--- src/rtl/assert_macros.svh ---
// Assertion helpers shared by the RTL.
`ifndef ASSERT_MACROS_SVH
`define ASSERT_MACROS_SVH

// Implication checked on every clock edge outside reset.
`define ASSERT_IMPLIES(label, clk, rst, ante, cons, msg) \
   label: assert property (@(posedge clk) disable iff (rst) (ante) |-> (cons)) \
      else $error(msg);

// Implication whose consequent is checked in the cycle after the antecedent.
`define ASSERT_NEXT(label, clk, rst, ante, cons, msg) \
   label: assert property (@(posedge clk) disable iff (rst) (ante) |=> (cons)) \
      else $error(msg);

`endif

--- src/rtl/rds_mac.sv ---
`timescale 1ns / 1ps
// Shared signed multiplier with registered operands, followed by a
// registered accumulator. A 36x36 product is formed from the two 18-bit
// halves of operand b, low half first; done is raised once the high half is added.
module rds_mac (
   input  logic               clock,
   input  logic               reset,
   input  logic               start,     // load operands
   input  logic signed [35:0] op_a,
   input  logic signed [35:0] op_b,
   output logic               done,
   output logic signed [71:0] product
);
   logic signed [35:0] a_ff;
   logic signed [35:0] b_ff;
   logic [1:0]         phase_ff;
   logic [1:0]         phase_in;
   logic signed [71:0] acc_ff;
   logic signed [71:0] acc_in;
   logic signed [54:0] part;

   always_comb begin
      phase_in = phase_ff;
      acc_in   = acc_ff;
      part     = '0;
      if (start) begin
         phase_in = 2'd1;
         acc_in   = '0;
      end else if (phase_ff == 2'd1) begin
         part     = a_ff * $signed({1'b0, b_ff[17:0]});
         acc_in   = 72'(part);
         phase_in = 2'd2;
      end else if (phase_ff == 2'd2) begin
         part     = a_ff * $signed(b_ff[35:18]);
         acc_in   = acc_ff + (72'(part) <<< 18);
         phase_in = 2'd3;
      end else if (phase_ff == 2'd3) begin
         phase_in = 2'd0;
      end
   end

   always_ff @(posedge clock) begin
      if (reset) begin
         phase_ff <= 2'd0;
      end else begin
         phase_ff <= phase_in;
      end
      acc_ff <= acc_in;
      if (start) begin
         a_ff <= op_a;
         b_ff <= op_b;
      end
   end

   assign done    = (phase_ff == 2'd3);
   assign product = acc_ff;
endmodule

--- config.mk ---
export PLATFORM = sky130hd
export DESIGN_NAME = rds_mac
export DESIGN_NICKNAME = d
export VERILOG_FILES = /design/src/rtl/assert_macros.svh /design/src/rtl/rds_mac.sv
export SDC_FILE = /design/constraint.sdc
export NUM_CORES = 2
export LEC_CHECK = 0
export ABC_CLOCK_PERIOD_IN_PS = 8300
export BUFFER_PORTS_ARGS = -buffer_cell sky130_fd_sc_hd__buf_2
export CORE_MARGIN = 8
export CORE_UTILIZATION = 45
export DETAILED_ROUTE_END_ITERATION = 10
export SYNTH_ARGS = -nofsm -noshare
export SYNTH_HDL_FRONTEND = slang
export SYNTH_SLANG_ARGS = --single-unit
--- constraint.sdc ---
create_clock -name clock -period 8.3 [get_ports clock]
set_input_delay 0.415 -clock clock [delete_from_list [all_inputs] [get_ports clock]]
set_output_delay 0.415 -clock clock [all_outputs]
set_load 0.05 [all_outputs]
==> run_results.csv <==
group,metric,value,unit
outcome,run_status,"complete, but fails checks",
outcome,violated_checks,"negative setup slack",
worst_setup_path,r2r.worst_path.cells,42,
yosys,avgSynthCellArea,8.93,µm²
yosys,synth_ff_type,"sky130_fd_sc_hd__dfxtp_1",
worst_setup_path,critical_path_arrival,8.94,ns
yosys,synth.yosys.seq_area_share,0.0704,
min_path,timing.hold.worst_path_depth,1,
yosys,synthesis.yosys.warnings,0,
place,gp_congestion,0.922,
drt,avgViaCountPerCell,5.18,
timing,number_of_failing_setup_endpoints_in_the_final_timing_report,7,
min_path,holdCritStartpoint,"op_a[2]",
floorplanning,core.rowCount,124,
clocking,tritoncts_num_sinks,146,
drt,drcViolationCount,0,
timing,achievable_frequency,118,MHz
grt,globalRouteOverflowTotal,0,
clocking,worstSkewPairLatency,0.56,ns
worst_setup_path,setup.worst_path.start_class,"flop",
clocking,clock-root-buffer,"sky130_fd_sc_hd__clkbuf_16",
drt,num_vias,40300,
worst_setup_path,reg2reg_to,"product[61]",
yosys,synthArstFlopShare,0,
yosys,yosysTopAreaCell,"sky130_fd_sc_hd__fa_1",
floorplanning,initial_core_util,0.453,
yosys,synth-edff-count,72,
worst_setup_path,cell_seen_most_often_among_critical_path_stages,"sky130_fd_sc_hd__buf_4",
timing,maxSlewViolCount,0,
yosys,synth_cell_types,74,
place,portBuffers,147,
place,place_area,57500,µm²
timing,grt_setup_unrepaired,"true",
clocking,htree_num_levels,4,
clocking,cts_inserted_buffers,17,
place,pre_cts_ws,-0.742,ns
drt,drt_first_iter_violations,2248,
drt,antenna_left,0,
floorplanning,io-pin-count,148,
clocking,clk_path_buf_depth,2,
yosys,area_of_the_mapped_netlist,51800,µm²
drt,detail_route.wl_per_cell,19.4,µm
yosys,netlist.area_leader.share,0.479,
worst_setup_path,reg_to_reg_critical_path_startpoint,"b_ff[30]",
cells_and_area,post_route_cells_drive_above_1_share,0.169,
worst_setup_path,setup.worst_path.end_class,"flop",
min_path,min-delay-path-class,"primary input to flop",
cells_and_area,finalNetCount,7874,
timing,worst_pin_slew,1.10,ns
timing,timing.final.crit_period,8.47,ns
grt,antenna_found_initial,5,
worst_setup_path,critical_path.slowest_cell,"sky130_fd_sc_hd__fa_2",
timing,clock_skew,0.0315,ns
yosys,synth.ff_latch_count,146,
grt,wire_length_of_the_first_global_routing_pass,242000,µm
grt,grt_start_max_net_pins,88,
drt,routed_wirelength,151000,µm
yosys,syn_nets,7431,
timing,slew_limit_headroom,0.264,
grt,grt_pass1_vias,43400,
floorplanning,dieWidth,355,µm
worst_setup_path,register_to_register_setup_slack,-0.17,ns
timing,final_hold_viol_count,0,
worst_setup_path,delay_of_the_slowest_critical_path_stage,0.56,ns
cells_and_area,area_growth_syn_to_layout,17.5,%
timing,timing.final.ws_setup,-0.166,ns
drt,dr.pass1.iters,5,
cells_and_area,instances_no_fill,7766,
floorplanning,design.die.area,126000,µm²
place,place.detailed.instances,7644,
clocking,cts_tree,"built",
cells_and_area,nFillCells,10600,
worst_setup_path,worst-endpoint-required,8.78,ns
min_path,hold_path_end,"a_ff[2]",
worst_setup_path,timing_worst_setup_path_type,"flop to flop",
floorplanning,die_height,355,µm
cells_and_area,final_design_area_no_fill,60800,µm²
place,dp_hpwl,126000,µm
floorplanning,core,114000,µm²
flow_run,maxCapViolations,0,
timing,finalSetupTns,-0.502,ns
clocking,clk_pin_slew_worst_paths,0.08,ns
timing,timing.final.crit_share,1.02,
worst_setup_path,timing.critical_path.fanout_max,6,
yosys,ys_top_cells_by_area,"sky130_fd_sc_hd__fa_1 48%, sky130_fd_sc_hd__inv_1 9.7%, sky130_fd_sc_hd__ha_1 7.8%, sky130_fd_sc_hd__nand2_1 6.5%, sky130_fd_sc_hd__and2_1 5.3%",
yosys,postSynthCellCount,5796,
grt,grt_usage,0.243,
[registers in the layout, indices dropped and copies added (netlist names)]
name      cells
product      72
phase_ff      2
b_ff         36
a_ff         36
[stage by stage]
stage | hold slack [ns] | util
global placement | 0.453 | 0.504
finish | 0.0456 | 0.532
floorplan | 0.484 | -
CTS | 0.00206 | 0.522
global route | 0.0259 | 0.532
detailed placement | 0.455 | 0.504
[synthesized netlist by cell type, types with 4 or more instances]
master,count
sky130_fd_sc_hd__inv_1,1344
sky130_fd_sc_hd__fa_1,1239
sky130_fd_sc_hd__nand2_1,902
sky130_fd_sc_hd__and2_1,437
sky130_fd_sc_hd__ha_1,321
sky130_fd_sc_hd__clkbuf_1,320
sky130_fd_sc_hd__nor2_1,173
sky130_fd_sc_hd__a21oi_1,164
sky130_fd_sc_hd__xnor2_1,105
sky130_fd_sc_hd__a21o_1,93
sky130_fd_sc_hd__o21ai_0,91
sky130_fd_sc_hd__dfxtp_1,74
sky130_fd_sc_hd__edfxtp_1,72
sky130_fd_sc_hd__xor2_1,46
sky130_fd_sc_hd__nor3_1,45
sky130_fd_sc_hd__a211oi_1,28
sky130_fd_sc_hd__nand3_1,26
sky130_fd_sc_hd__nand4_1,26
sky130_fd_sc_hd__nand2b_1,25
sky130_fd_sc_hd__o21a_1,24
sky130_fd_sc_hd__a31oi_1,22
sky130_fd_sc_hd__o21bai_1,21
sky130_fd_sc_hd__and3_1,18
sky130_fd_sc_hd__mux2i_1,18
sky130_fd_sc_hd__nor2b_1,16
sky130_fd_sc_hd__or2_2,10
sky130_fd_sc_hd__o211ai_1,8
sky130_fd_sc_hd__o221a_2,8
sky130_fd_sc_hd__or3_1,8
sky130_fd_sc_hd__a31o_2,7
sky130_fd_sc_hd__o22ai_1,7
sky130_fd_sc_hd__o2111ai_1,6
sky130_fd_sc_hd__a211o_1,5
sky130_fd_sc_hd__a311oi_1,5
sky130_fd_sc_hd__a41oi_1,5
sky130_fd_sc_hd__buf_1,5
sky130_fd_sc_hd__and4_1,4
sky130_fd_sc_hd__buf_2,4
sky130_fd_sc_hd__nor3b_1,4
sky130_fd_sc_hd__o311a_1,4
[routing by layer]
metal  vias to the layer above  routed length [µm]  share of wire  track usage
met2                      1057               77100           0.51        0.427
met1                     20900               60200           0.40        0.307
met5                         -                  14       0.000093            0
met4                         2                6110          0.040       0.0904
met3                       235                7480          0.050       0.0310
li1                      18000                   -              -            -
[worst max path at each step]
stage | endpoint | from
5_1_grt | product[61] | a_ff[11]
2_1_floorplan | product[69] | b_ff[24]
3_5_place_dp | product[71] | a_ff[6]
6_report | product[61] | b_ff[30]
4_1_cts | product[71] | b_ff[33]
3_3_place_gp | product[71] | a_ff[6]
[cells in the final DEF (no fill, tap or decap), drive strengths merged, types with 29 or more instances in the layout]
cell type,synthesis,final
nor2,173,173
edfxtp,72,72
ha,321,321
a21o,93,93
dfxtp,74,74
nand2,902,902
nor3,45,45
fa,1239,1239
a21oi,166,166
o21ai,95,95
buf,11,737
xor2,46,46
inv,1344,1351
xnor2,105,105
a211oi,29,29
and2,437,437
[layout make-up]
class / count / area [µm²] / share of cell area
multi-input cells: 3974 / 43300 / 0.713
repair buffers: 755 / 6280 / 0.103
inverters: 1345 / 5050 / 0.0830
flip-flops and latches: 146 / 3640 / 0.0599
well taps: 1512 / 1890 / 0.0311
clock buffers: 19 / 464 / 0.00763
clock inverters: 13 / 135 / 0.00222
diodes: 2 / 5.00 / 0.0000823
[logic make-up after synthesis]
family / count (synthesis) / share of synthesized area
muxes: 18 / 0.00348
xor gates and xnor gates: 151 / 0.0256
buffers and inverters: 1676 / 0.122
DFF: 146 / 0.0704
and+or+nand+nor: 1704 / 0.153
AOI/OAI and AO/OA: 541 / 0.0688
adders and majority gates: 1560 / 0.557
[critical path, delay by kind of cell, from the launching register on]
kind,cells,cell delay [ns]
adder cells (fa/ha/maj),8,3.58
AO/OA/AOI/OAI,7,1.45
flip-flops,1,0.39
XOR/XNOR,1,0.09
buffers and inverters,18,2.04
AND/OR/NAND/NOR,8,0.83
[what timing repair did]
action / 4_1_cts / 5_1_grt
endpoints found under the hold margin: 16 / 0
endpoints found under the setup margin: 25 / 31
cloned: 2 / 2
pin swaps: 123 / 141
gates resized for setup: 196 / 219
buffers inserted: 38 / 35
hold buffers: 16 / 0
Power is left out: the tool's default activity adds up to more than one toggle a clock period on the data nets, which glitch-free logic cannot reach.
